<file path="src/assert_macros.svh">
// Assertion macros used by the column build sequencer (spbwt_ctrl).
// Empty bodies when SYNTHESIS is defined.
`ifndef ASSERT_MACROS_SVH
`define ASSERT_MACROS_SVH
`ifndef SYNTHESIS
`define ASSERT_IMP(lbl, clk, rstn, ante, cons) \
	lbl: assert property (@(posedge clk) disable iff (!rstn) (ante) |-> (cons)) \
		else $error("implication check failed");
`define ASSERT_NXT(lbl, clk, rstn, ante, cons) \
	lbl: assert property (@(posedge clk) disable iff (!rstn) (ante) |=> (cons)) \
		else $error("next-cycle check failed");
`else
`define ASSERT_IMP(lbl, clk, rstn, ante, cons)
`define ASSERT_NXT(lbl, clk, rstn, ante, cons)
`endif
`endif

</file>
<file path="src/spbwt_pkg.sv">
// Shared widths and controller/datapath interface structs of the column build.
// No dependencies.
`default_nettype none
package spbwt_pkg;
	localparam int HAP_W = 6;
	localparam int CNT_W = 7;
	localparam int DIV_W = 16;
	localparam int DEF_MAX_HAPLOTYPES = 64;
	localparam int DEF_SYLLABLE_BITS = 64;
	localparam logic [CNT_W-1:0] CNT_RESET = 7'd64;
	localparam logic [DIV_W-1:0] COL_MAX = 16'hFFFF;

	typedef struct packed {
		logic load;
		logic i_clr;
		logic i_inc;
		logic rd_ord;
		logic rd_syl;
		logic gat_wr;
		logic rd_i;
		logic rd_j;
		logic cmp;
		logic rank_wr;
		logic r_clr;
		logic rd_r;
		logic div_eval;
		logic rd_pd;
		logic acc;
		logic j_inc;
		logic out_ld;
		logic r_inc;
		logic commit;
	} cmd_t;

	typedef struct packed {
		logic last_i;
		logic last_j;
		logic tie;
		logic range_end;
		logic last_r;
	} sts_t;
endpackage
`default_nettype wire

</file>
<file path="src/spbwt_ctrl.sv">
// Sequencer for load, gather, rank, divergence and emit phases.
// Uses spbwt_pkg and assert_macros.svh.
`default_nettype none
`include "assert_macros.svh"
module spbwt_ctrl import spbwt_pkg::*; (
	input  wire logic clk,
	input  wire logic arst_n,
	input  wire logic in_valid,
	input  wire logic column_done,
	output logic      in_ready,
	output logic      out_valid,
	input  wire logic out_ready,
	input  wire sts_t sts,
	output cmd_t      cmd
);
	typedef enum logic [13:0] {
		S_IDLE = 14'b00000000000001,
		S_G0   = 14'b00000000000010,
		S_G1   = 14'b00000000000100,
		S_G2   = 14'b00000000001000,
		S_R0   = 14'b00000000010000,
		S_R2   = 14'b00000000100000,
		S_R3   = 14'b00000001000000,
		S_R4   = 14'b00000010000000,
		S_D0   = 14'b00000100000000,
		S_D1   = 14'b00001000000000,
		S_D2   = 14'b00010000000000,
		S_D3   = 14'b00100000000000,
		S_EM   = 14'b01000000000000,
		S_WT   = 14'b10000000000000
	} state_t;

	state_t state_q, state_d;

	assign in_ready = (state_q == S_IDLE);
	assign out_valid = (state_q == S_WT);

	always_comb begin
		cmd = '0;
		state_d = state_q;
		case (state_q)
			S_IDLE: begin
				if (in_valid) begin
					cmd.load = 1'b1;
					if (column_done) begin
						cmd.i_clr = 1'b1;
						state_d = S_G0;
					end
				end
			end
			S_G0: begin
				cmd.rd_ord = 1'b1;
				state_d = S_G1;
			end
			S_G1: begin
				cmd.rd_syl = 1'b1;
				state_d = S_G2;
			end
			S_G2: begin
				cmd.gat_wr = 1'b1;
				if (sts.last_i) begin
					cmd.i_clr = 1'b1;
					state_d = S_R0;
				end else begin
					cmd.i_inc = 1'b1;
					state_d = S_G0;
				end
			end
			S_R0: begin
				cmd.rd_i = 1'b1;
				state_d = S_R2;
			end
			S_R2: begin
				cmd.rd_j = 1'b1;
				state_d = S_R3;
			end
			S_R3: begin
				cmd.cmp = 1'b1;
				state_d = sts.last_j ? S_R4 : S_R2;
			end
			S_R4: begin
				cmd.rank_wr = 1'b1;
				if (sts.last_i) begin
					cmd.r_clr = 1'b1;
					state_d = S_D0;
				end else begin
					cmd.i_inc = 1'b1;
					state_d = S_R0;
				end
			end
			S_D0: begin
				cmd.rd_r = 1'b1;
				state_d = S_D1;
			end
			S_D1: begin
				cmd.div_eval = 1'b1;
				state_d = sts.tie ? S_D2 : S_EM;
			end
			S_D2: begin
				cmd.rd_pd = 1'b1;
				state_d = S_D3;
			end
			S_D3: begin
				cmd.acc = 1'b1;
				if (sts.range_end) begin
					state_d = S_EM;
				end else begin
					cmd.j_inc = 1'b1;
					state_d = S_D2;
				end
			end
			S_EM: begin
				cmd.out_ld = 1'b1;
				state_d = S_WT;
			end
			S_WT: begin
				if (out_ready) begin
					if (sts.last_r) begin
						cmd.commit = 1'b1;
						state_d = S_IDLE;
					end else begin
						cmd.r_inc = 1'b1;
						state_d = S_D0;
					end
				end
			end
			default: state_d = S_IDLE;
		endcase
	end

	always_ff @(posedge clk or negedge arst_n) begin
		if (!arst_n) begin
			state_q <= S_IDLE;
		end else begin
			state_q <= state_d;
		end
	end

	`ASSERT_IMP(a_no_overlap, clk, arst_n, out_valid, !in_ready)
	`ASSERT_NXT(a_build_starts, clk, arst_n, in_valid && in_ready && column_done, !in_ready)
	`ASSERT_NXT(a_commit_idle, clk, arst_n, out_valid && out_ready && sts.last_r, in_ready)
	`ASSERT_NXT(a_result_held, clk, arst_n, out_valid && !out_ready, out_valid)
endmodule
`default_nettype wire

</file>
<file path="config.mk">
export PLATFORM = sky130hd
export DESIGN_NAME = spbwt_ctrl
export DESIGN_NICKNAME = d
export VERILOG_FILES = /design/src/spbwt_pkg.sv /design/src/spbwt_ctrl.sv
export VERILOG_INCLUDE_DIRS = /design/src /design/src/src
export SDC_FILE = /design/constraint.sdc
export NUM_CORES = 1
export LEC_CHECK = 0
export ABC_AREA = 1
export BUFFER_PORTS_ARGS = -buffer_cell sky130_fd_sc_hd__buf_2
export CORE_ASPECT_RATIO = 0.75
export CORE_MARGIN = 1.5
export CORE_UTILIZATION = 49
export CTS_CLUSTER_SIZE = 25
export DETAILED_ROUTE_END_ITERATION = 7
export GPL_TIMING_DRIVEN = 1
export PLACE_DENSITY = 0.76
export SLEW_MARGIN = 25
export SYNTH_ARGS = -nofsm -noshare
export SYNTH_HDL_FRONTEND = slang
export SYNTH_SLANG_ARGS = --single-unit
</file>
<file path="constraint.sdc">
create_clock -name clk -period 1.45 [get_ports clk]
set_input_delay 0 -clock clk [delete_from_list [all_inputs] [get_ports clk]]
set_output_delay 0 -clock clk [all_outputs]
set_load 0.03 [all_outputs]
</file>
==> results of run 1 <==
[what timing repair did]
item | in CTS
endpoints found under the setup margin | 24
buffers inserted | 25
gates resized for setup | 79
gates cloned | 0
hold endpoints to repair | 18
hold buffers | 4
pin swaps | 21
[logic make-up after synthesis]
kind of cell / count (synthesis)
AOI/OAI and AO/OA: 7
buffers and inverters: 39
DFF: 14
and+or+nand+nor: 94
[synth_stat cells (all sizes together)]
cell type / instances
a21oi: 1
clkinv: 1
dfrtp: 13
dfstp: 1
inv: 38
nand2: 49
nand3: 4
nor2: 40
nor3: 1
o21a: 1
o21ai: 5
[stage by stage]
stage	cell area (µm²)	hold WS, ns	setup TNS, ns
CTS	1720	0.0253	-2.93
global placement	1220	-0.0855	-0.0622
floorplan	976	-0.296	-0.0789
detailed placement	1220	-0.0800	-0.0753
==> impl_metrics.py, run 1 <==
metrics = {
    "synthesis": {
        "synth_top_family_by_area": "simple AND/OR/NAND/NOR gates",
        "synth_compound_area_share_pct": 4.27,
        "ys_types": 18,
        "syn_avg_cell_area_um2": 6.27,
        "synth-seq-cells": 14,
        "muxShareOfSynthArea_pct": 0,
        "yosysWarnings": 0,
        "ys_seq_area_share_pct": 36.4,
        "yosys.area_share.adder_pct": 0,
        "synth-simple-area-share_pct": 44.0,
        "syn-num-nets": 164,
        "synth_area_um2": 966,
        "synthXorXnorAreaFrac_pct": 0,
        "synth.area.top_cells": "dfrtp_1 34%, nand2_1 17%, inv_1 14%",
        "netlist_instances": 154,
        "synth_top_area_share_pct": 33.7,
        "yosysTopAreaCell": "dfrtp_1",
    },
    "outcome": {
        "failing_step": "global routing (5_1_grt)",
        "status": "stopped before the end",
        "error": "[ERROR DPL-0038] Utilization greater than 100%, impossible to legalize",
    },
    "timing": {
        "postGrtWorstEndpoint": "cmd[10]",
        "worst-ep-kind": "output port",
    },
    "placed_design": {
        "hpwl_um": 1880,
        "routabilityCongestion": 0.868,
        "dp_worst_setup_slack_ns": -0.0753,
        "dp_cells": 215,
        "io_buffers": 30,
    },
    "floorplanning": {
        "die_y_um": 41.5,
        "num_rows": 13,
        "ios": 31,
        "start_util_pct": 54.0,
        "dieWidth_um": 54.3,
    },
    "clock_tree": {
        "cts_buffers": 3,
        "cts_root_buf": "clkbuf_4",
        "clkSinkCount": 14,
        "cts.htree.levels": 1,
        "cts_buffer_depth": 2,
    },
    "grt": {
        "grt_max_degree": 15,
    },
}
==> run 2, diff against run 1 <==
--- a/config.mk
+++ b/config.mk
@@ -8,13 +8,11 @@
 export LEC_CHECK = 0
 export ABC_AREA = 1
 export BUFFER_PORTS_ARGS = -buffer_cell sky130_fd_sc_hd__buf_2
-export CORE_ASPECT_RATIO = 0.75
-export CORE_MARGIN = 1.5
-export CORE_UTILIZATION = 49
-export CTS_CLUSTER_SIZE = 25
+export CORE_AREA = 2 2 63 65
 export DETAILED_ROUTE_END_ITERATION = 7
+export DIE_AREA = 0 0 65 67
 export GPL_TIMING_DRIVEN = 1
-export PLACE_DENSITY = 0.76
+export PLACE_DENSITY_LB_ADDON = 0.15
 export SLEW_MARGIN = 25
 export SYNTH_ARGS = -nofsm -noshare
 export SYNTH_HDL_FRONTEND = slang
==> run 2 against run 1 <==
Against the previous run: the flow now finishes, with violations (setup timing); synthesized area is the same; synthesized cell count is the same.
==> impl_metrics.py, run 2 <==
metrics = {
    "outcome": {
        "status": "complete, but fails checks",
        "violations": "setup timing",
    },
    "final_layout": {
        "fillers": 361,
        "largest_reg_flops": 14,
        "multi_input_area_um2": 642,
        "largest_register": "state_q",
        "regArea_um2": 352,
        "area_delta_synth_final_pct": 94.8,
        "drive_gt1_share_pct": 53.7,
        "nNetsFinal": 238,
        "reg_top3": "state_q x14",
        "final_util_pct": 52.2,
        "final_common_cell": "nand2_1",
        "final_cell_mix": "30 x nand2_1, 29 x buf_6, 27 x inv_1",
        "diodes": 0,
    },
    "route": {
        "vias_per_cell": 4.14,
        "drtIter0Drc": 11,
        "drt_wl_total_um": 2990,
        "remaining_drc_errors": 0,
        "final_antenna_net_count": 0,
        "dr.pass1.iters": 4,
        "vias": 1138,
        "wl_per_cell_um": 10.9,
    },
    "timing": {
        "setup_violations": 22,
        "hold_viol": 0,
        "tightest_slew_ns": 0.333,
        "min_period_ns": 1.65,
        "rsz0062_at_grt": "yes",
        "layout_setup_ws_ns": -0.197,
        "period_share_pct": 114,
        "fmax_ghz": 0.607,
        "slew_headroom_pct": 77.8,
        "maxSlewViolCount": 0,
        "hold_slack_ns": 0.137,
        "fin_skew_ns": 0.00321,
    },
    "floorplanning": {
        "die_area_mm2": 0.00436,
        "dieWidth_um": 65,
        "start_util_pct": 26.8,
        "core-area_mm2": 0.00361,
        "die_y_um": 67,
        "num_rows": 22,
        "ios": 31,
    },
    "synthesis": {
        "ys_types": 18,
        "synth_edf_count": 0,
        "muxShareOfSynthArea_pct": 0,
        "synth_top_family_by_area": "simple AND/OR/NAND/NOR gates",
        "netlist_instances": 154,
        "synth-main-ff-cell": "dfrtp_1",
        "synth.area.top_cells": "dfrtp_1 34%, nand2_1 17%, inv_1 14%",
        "synth_most_common_cell": "nand2_1",
        "synth-simple-area-share_pct": 44.0,
        "yosysWarnings": 0,
        "synthXorXnorAreaFrac_pct": 0,
        "synth-seq-cells": 14,
        "yosys.area_share.adder_pct": 0,
        "syn_avg_cell_area_um2": 6.27,
        "synth_top_area_share_pct": 33.7,
        "synthArstFlopShare_pct": 100,
        "syn-num-nets": 164,
        "yosysTopAreaCell": "dfrtp_1",
        "ys_seq_area_share_pct": 36.4,
        "synthTopCellsByCount": "43 x nand2_1, 37 x inv_1, 33 x nor2_1, 13 x dfrtp_1, 5 x nor2_2",
        "synth_area_um2": 966,
        "synth_compound_area_share_pct": 4.27,
    },
    "clock_tree": {
        "clkSinkCount": 14,
        "clk_latency_ns": 0.25,
        "cts_buffers": 3,
        "cts_buffer_depth": 2,
        "clk_pin_slew_ns": 0.06,
        "cts.htree.levels": 1,
        "cts_root_buf": "clkbuf_8",
        "cts_tree": "built",
    },
    "grt": {
        "grt_max_degree": 15,
        "gr-total-overflow": 0,
        "track_usage_pct": 14.4,
        "grt_pass1_vias": 1087,
        "antenna_found_initial": 0,
        "grt_pass1_wl_um": 4690,
    },
    "critical_path": {
        "critPathRequiredTime_ns": 1.45,
        "r2r_slack_ns": -0.14,
        "crit_fanout": 8,
        "critical_path_arrival_ns": 1.65,
        "ff2ff_path_depth": 11,
        "worstReg2RegStart": "state_q[12]",
        "rr_endpoint": "state_q[0]",
        "crit_type": "reg2out",
        "cp-end-kind": "primary output",
        "start_kind": "register",
    },
    "job": {
        "drv_cap": 0,
    },
    "pwr": {
        "p_total_mw": 1.86,
        "peakVddDrop_uv": 655,
        "powerDensity_mw_per_mm2": 989,
        "p_leak_nw": 1.15,
    },
    "placed_design": {
        "hpwl_um": 1850,
        "io_buffers": 30,
        "routabilityCongestion": 0.767,
    },
    "worst_hold_path": {
        "whs_path_depth": 3,
        "holdPathEnd": "state_q[8]",
        "hold_path.class": "in2reg",
        "min-delay-start": "sts[0]",
    },
}
run 2: layer usage:
metal	track usage, %	share of wire [%]
met2	25.9	53
met3	2.36	4.0
met4	7.18	2.7
met1	16.4	41
met5	0	0
run 2: critical path, stage by stage (launching register included):
cell	delay (ns)
dfrtp_1	0.40
nor2_2	0.15
inv_1	0.09
nor2_4	0.26
nand2_4	0.12
inv_2	0.09
nand2_1	0.08
nand2_2	0.08
buf_6	0.13
run 2: area by class of cell:
| cell class | instances | area share (%) |
|---|---|---|
| tap | 48 | 3.19 |
| timing repair buffer | 69 | 32.8 |
| inverter | 39 | 8.31 |
| clock buffer | 4 | 2.93 |
| multi-input combinational | 101 | 34.1 |
| sequential | 14 | 18.7 |
run 2: report_power, final:
part           total, mW  switching (mW)  leakage (nW)  internal, mW
Combinational      0.986           0.538         0.929         0.449
Clock              0.392           0.151        0.0288         0.241
Sequential         0.482          0.0425         0.191         0.439
run 2: cell families after synthesis:
group           Yosys count
compound gates            7
flops                    14
simple gates             94
buf+inv                  39
run 2: how the worst max path moves through the flow:
stage / slack, ns / cells after the start / start / endpoint
5_1_grt: -0.29 / 8 / state_q[8] / cmd[17]
2_1_floorplan: -0.07 / 7 / state_q[8] / cmd[17]
4_1_cts: -0.18 / 8 / state_q[9] / cmd[16]
3_5_place_dp: 0.0003 / 10 / state_q[11] / state_q[0]
3_3_place_gp: -0.003 / 10 / state_q[0] / state_q[0]
6_report: -0.20 / 8 / state_q[12] / cmd[16]
run 2: metrics by stage:
stage          TNS (ns)  area [µm²]  std cells  worst slack, ns
5_1_grt           -4.51        1880        275           -0.291
3_3_place_gp   -0.00325        1310        248         -0.00325
3_5_place_dp          0        1310        248         0.000271
2_1_floorplan   -0.0789         976        154          -0.0693
4_1_cts           -2.66        1740        270           -0.182
6_report          -2.70        1880        275           -0.197
run 2: timing repair:
action	4_1_cts	5_1_grt
endpoints found under the setup margin	22	27
pin swaps	16	18
hold endpoints to repair	19	0
buffers inserted	13	6
hold buffers	5	0
gates resized for setup	77	34
No activity file was read; power rests on OpenSTA's default activity.
==> run 3, diff against run 2 <==
--- a/config.mk
+++ b/config.mk
@@ -17,3 +17,4 @@
 export SYNTH_ARGS = -nofsm -noshare
 export SYNTH_HDL_FRONTEND = slang
 export SYNTH_SLANG_ARGS = --single-unit
+export TNS_END_PERCENT = 20
==> run 3 against run 2 <==
Against the previous run: the flow still finishes with violations (setup timing); fmax rose by 1.7%; clock-buffer cell count did not move; sequential share of layout area rose by 1.8 points; via count fell by 5.9%; setup slack improved by 0.027 ns; register-to-register slack improved by 0.07 ns; design area fell by 8.6%; cell count fell by 3.6%; core utilization fell by 4.5 points; critical endpoint is now cmd[10]; first-iteration DRC count rose by 130%; routed wire length fell by 16%; sequential power fell by 2%.
==> impl_metrics.py, run 3 (synthesis results as in run 2) <==
metrics = {
    "timing": {
        "hold_viol": 0,
        "period_share_pct": 112,
        "fin_skew_ns": 0.00396,
        "slew_headroom_pct": 77.6,
        "setup_violations": 22,
        "layout_setup_ws_ns": -0.170,
        "maxSlewViolCount": 0,
        "min_period_ns": 1.62,
        "hold_slack_ns": 0.104,
        "fmax_ghz": 0.617,
        "rsz0062_at_grt": "yes",
        "tightest_slew_ns": 0.336,
    },
    "pwr": {
        "p_leak_nw": 1.06,
        "powerDensity_mw_per_mm2": 988,
        "p_total_mw": 1.70,
        "peakVddDrop_uv": 789,
    },
    "critical_path": {
        "critPathSlowestCell": "dfrtp_1",
        "start_kind": "register",
        "critPathRequiredTime_ns": 1.45,
        "critical_path.most_common_cell": "buf_6",
        "timing.critical_path.buf_inv": 4,
        "crit_type": "reg2out",
        "startpoint": "state_q[8]",
        "crit_fanout": 5,
        "cpPeakStageDelay_ns": 0.40,
        "worstReg2RegStart": "state_q[8]",
        "path_cells": "nor2_2 -> nand2_2 -> nor2_4 -> buf_6 -> nand2_2 -> buf_6 -> inv_2 -> buf_6",
        "cp_top_family": "simple AND/OR/NAND/NOR gates",
        "critical_path_arrival_ns": 1.62,
        "cp-end-kind": "primary output",
    },
    "route": {
        "dr.pass1.iters": 4,
        "drt_wl_total_um": 2520,
        "final_antenna_net_count": 0,
        "drtIter0Drc": 25,
        "wl_per_cell_um": 9.51,
        "vias": 1071,
        "remaining_drc_errors": 0,
        "vias_per_cell": 4.04,
    },
    "placed_design": {
        "dpl-instance-area_mm2": 0.00129,
        "routabilityCongestion": 0.742,
        "dp_cells": 247,
        "io_buffers": 30,
        "hpwl_um": 1810,
    },
    "floorplanning": {
        "die_y_um": 67,
        "start_util_pct": 26.8,
        "ios": 31,
        "core-area_mm2": 0.00361,
        "dieWidth_um": 65,
        "die_area_mm2": 0.00436,
        "num_rows": 22,
    },
    "clock_tree": {
        "clkSinkCount": 14,
        "clk_latency_ns": 0.25,
        "cts_tree": "built",
        "cts_buffer_depth": 2,
        "cts_buffers": 3,
        "clk_pin_slew_ns": 0.06,
        "cts_root_buf": "clkbuf_8",
        "cts.htree.levels": 1,
    },
    "final_layout": {
        "design_area_mm2": 0.00172,
        "area_delta_synth_final_pct": 78.1,
        "largest_reg_flops": 14,
        "drive_gt1_share_pct": 47.9,
        "diodes": 0,
        "fin_cells": 265,
        "final_cell_mix": "32 x nand2_1, 28 x nor2_1, 27 x inv_1, 27 x buf_6, 17 x buf_4",
        "fillers": 365,
        "largest_register": "state_q",
        "final_common_cell": "nand2_1",
        "reg_top3": "state_q x14",
        "nNetsFinal": 228,
    },
    "worst_hold_path": {
        "min-delay-start": "sts[0]",
        "hold_path.class": "in2reg",
    },
    "job": {
        "drv_cap": 0,
    },
    "outcome": {
        "status": "complete, but fails checks",
        "violations": "setup timing",
    },
    "grt": {
        "grt_pass1_wl_um": 4240,
        "track_usage_pct": 12.8,
        "antenna_found_initial": 0,
        "grt_max_degree": 15,
        "gr-total-overflow": 0,
        "grt_pass1_vias": 1026,
    },
}
-- run 3: cell types whose count changed in the layout (fill, tap and decap cells not counted), sizes merged --
cell and change:
buf -10
-- run 3: final timing paths --
kind | to | slack (ns) | cells after the start
setup / recovery | cmd[10] | -0.17 | 8
hold / removal | state_q[8] | 0.10 | 3
setup reg to reg | state_q[0] | -0.07 | 11
hold reg to reg | state_q[13] | 0.68 | 4
max in group asynchronous | state_q[0] | 0.96 | 2
min in group asynchronous | state_q[12] | 0.19 | 2
-- run 3: power breakdown --
part,total [mW],internal (mW),switching (mW)
combinational,0.849,0.371,0.478
clock,0.380,0.240,0.139
sequential,0.471,0.439,0.0321
total,1.70,1.05,0.650
-- run 3: layer usage --
layer | track usage [%] | wire, µm
met1 | 15.2 | 1120
met2 | 21.9 | 1230
met3 | 2.53 | 123
met4 | 6.91 | 51
met5 | 0 | 0
-- run 3: per-stage QoR --
step	utilization [%]	TNS, ns	setup slack (ns)
floorplan	-	-0.210	-0.0843
global placement	35.8	-0.0421	-0.0421
detailed placement	35.8	-0.0316	-0.0316
CTS	44.8	-2.22	-0.163
global route	47.7	-4.70	-0.276
finish	47.7	-2.07	-0.170
-- run 3: worst register-to-register path: stages (launching register included) --
cell and delay [ns]:
dfrtp_1 0.40, nor2_2 0.16, nand2_2 0.11, nor2_4 0.21
buf_6 0.16, nand2_2 0.06, nand2_1 0.07, nor2_1 0.04
nand2_1 0.06, nor2_1 0.04, nor2_1 0.11, nor2_2 0.04
-- run 3: final cells by class --
type / count / area, µm² / share of cell area [%]
multi-input combinational: 101 / 572 / 33.2
timing repair buffer: 59 / 532 / 30.9
sequential: 14 / 352 / 20.4
inverter: 39 / 150 / 8.73
tap: 48 / 60.1 / 3.49
clock buffer: 4 / 55.1 / 3.20
-- run 3: what timing repair did --
item / in CTS / in global routing
resized for setup: 61 / 26
setup buffers: 7 / 2
hold buffers: 5 / 0
endpoints found under the setup margin: 22 / 27
hold endpoints to repair: 19 / 0
pin swaps: 7 / 6
==> run 4, diff against run 3 <==
--- a/config.mk
+++ b/config.mk
@@ -9,10 +9,11 @@
 export ABC_AREA = 1
 export BUFFER_PORTS_ARGS = -buffer_cell sky130_fd_sc_hd__buf_2
 export CORE_AREA = 2 2 63 65
+export CTS_CLUSTER_SIZE = 25
 export DETAILED_ROUTE_END_ITERATION = 7
 export DIE_AREA = 0 0 65 67
 export GPL_TIMING_DRIVEN = 1
-export PLACE_DENSITY_LB_ADDON = 0.15
+export PLACE_DENSITY = 0.49
 export SLEW_MARGIN = 25
 export SYNTH_ARGS = -nofsm -noshare
 export SYNTH_HDL_FRONTEND = slang
==> run 4 against run 3 <==
Against the previous run: the flow still finishes with violations (setup timing); hold slack worse by 0.077 ns; register-to-register slack about the same; sequential cell count is the same; via count is 2.7% lower; critical path depth stayed put; non-clock buffer count fell by 3; clock power rose by 3%.
==> impl_metrics.py, run 4 (synthesis results as in run 2) <==
metrics = {
    "outcome": {
        "status": "complete, but fails checks",
        "violations": "setup timing",
    },
    "route": {
        "vias": 1042,
        "drtIter0Drc": 26,
        "wl_met1_um": 1100,
        "highest-signal-layer": "met4",
        "met2_wirelength_um": 1210,
        "drt_wl_total_um": 2450,
        "wl_per_cell_um": 9.35,
        "dr.pass1.iters": 4,
        "remaining_drc_errors": 0,
        "final_antenna_net_count": 0,
        "vias_per_cell": 3.98,
        "wl_met3_um": 96,
    },
    "final_layout": {
        "largest_register": "state_q",
        "multi_input_area_um2": 539,
        "area_delta_synth_final_pct": 66.7,
        "final_cell_mix": "36 x nand2_1, 34 x inv_1, 31 x buf_4",
        "diodes": 0,
        "fillers": 382,
        "reg_top3": "state_q x14",
        "drive_gt1_share_pct": 42.5,
        "largest_reg_flops": 14,
        "regArea_um2": 352,
        "final_common_cell": "nand2_1",
        "nNetsFinal": 225,
    },
    "critical_path": {
        "critPathRequiredTime_ns": 1.45,
        "critical_path_arrival_ns": 1.59,
        "crit_type": "reg2out",
        "crit_fanout": 8,
        "start_kind": "register",
        "ff2ff_path_depth": 11,
        "r2r_slack_ns": -0.08,
        "cp-end-kind": "primary output",
    },
    "clock_tree": {
        "clk_pin_slew_ns": 0.06,
        "cts_buffers": 3,
        "cts.htree.levels": 1,
        "cts_root_buf": "clkbuf_8",
        "clk_latency_ns": 0.25,
        "clkSinkCount": 14,
        "cts_buffer_depth": 2,
        "cts_tree": "built",
    },
    "timing": {
        "layout_setup_ws_ns": -0.144,
        "hold_viol": 0,
        "maxSlewViolCount": 0,
        "rsz0062_at_grt": "yes",
        "fmax_ghz": 0.627,
        "tightest_slew_ns": 0.330,
        "min_period_ns": 1.59,
        "period_share_pct": 110,
        "setup_violations": 21,
        "slew_headroom_pct": 78.0,
        "fin_skew_ns": 0.00245,
    },
    "placed_design": {
        "io_buffers": 30,
        "routabilityCongestion": 0.733,
        "hpwl_um": 1860,
        "dp_worst_setup_slack_ns": -0.0514,
    },
    "worst_hold_path": {
        "whs_path_depth": 2,
        "hold_path.class": "in2reg",
    },
    "floorplanning": {
        "start_util_pct": 26.8,
        "dieWidth_um": 65,
        "num_rows": 22,
        "die_area_mm2": 0.00436,
        "ios": 31,
        "die_y_um": 67,
        "core-area_mm2": 0.00361,
    },
    "pwr": {
        "peakVddDrop_uv": 539,
        "p_total_mw": 1.62,
        "p_leak_nw": 1.03,
        "powerDensity_mw_per_mm2": 1000,
    },
    "grt": {
        "grt_pass1_wl_um": 4280,
        "gr-total-overflow": 0,
        "grt_pass1_vias": 976,
        "antenna_found_initial": 0,
        "track_usage_pct": 13.2,
        "grt_max_degree": 15,
    },
    "job": {
        "drv_cap": 0,
    },
}
run 4: final timing paths:
| path | start | end |
|---|---|---|
| min in group asynchronous | arst_n | state_q[11] |
| min | sts[1] | state_q[10] |
| min reg2reg | state_q[13] | state_q[13] |
| max | state_q[9] | cmd[16] |
| max reg2reg | state_q[9] | state_q[0] |
| max in group asynchronous | arst_n | state_q[0] |
run 4: worst max-delay path: stages, from the launching register on:
cell,delay (ns)
dfrtp_1,0.40
nor2_2,0.14
nand2_2,0.10
nor2_4,0.22
nand2_2,0.13
inv_2,0.10
nand2_2,0.06
nand2_2,0.07
buf_6,0.13
run 4: cell type report:
class / count / area share (%)
inverters: 39 / 9.32
clock buffers: 4 / 3.42
well taps: 48 / 3.73
flip-flops and latches: 14 / 21.8
repair buffers: 56 / 28.2
multi-input cells: 101 / 33.5
run 4: where the power goes:
part           leakage [nW]  switching, mW  internal, mW
clock network        0.0288          0.149         0.241
logic                 0.815          0.443         0.301
registers             0.191         0.0420         0.439
total                  1.03          0.634         0.981
run 4: what timing repair did:
action                                  4_1_cts  5_1_grt
pin swaps                                    11        2
buffers inserted                              7        0
endpoints found under the hold margin        18        0
gates resized for setup                      52        7
endpoints found under the setup margin       23       27
hold buffers                                  3        0
run 4: layer usage:
metal / vias up / track usage, %
li1: 559 / -
met1: 456 / 15.8
met2: 23 / 22.9
met3: 4 / 1.52
met4: 0 / 7.18
met5: - / 0
run 4: per-stage QoR:
stage                     cell area, µm²  setup TNS [ns]  cells  utilization [%]  hold slack, ns
after floorplan                      968          -0.210    154                -          -0.296
after global placement              1300         -0.0536    248             36.0         -0.0755
after detailed placement            1300         -0.0514    248             36.0         -0.0767
after CTS                           1590           -2.20    262             44.2          0.0222
after global routing                1610           -4.09    262             44.7          0.0228
final                               1610           -1.63    262             44.7          0.0266
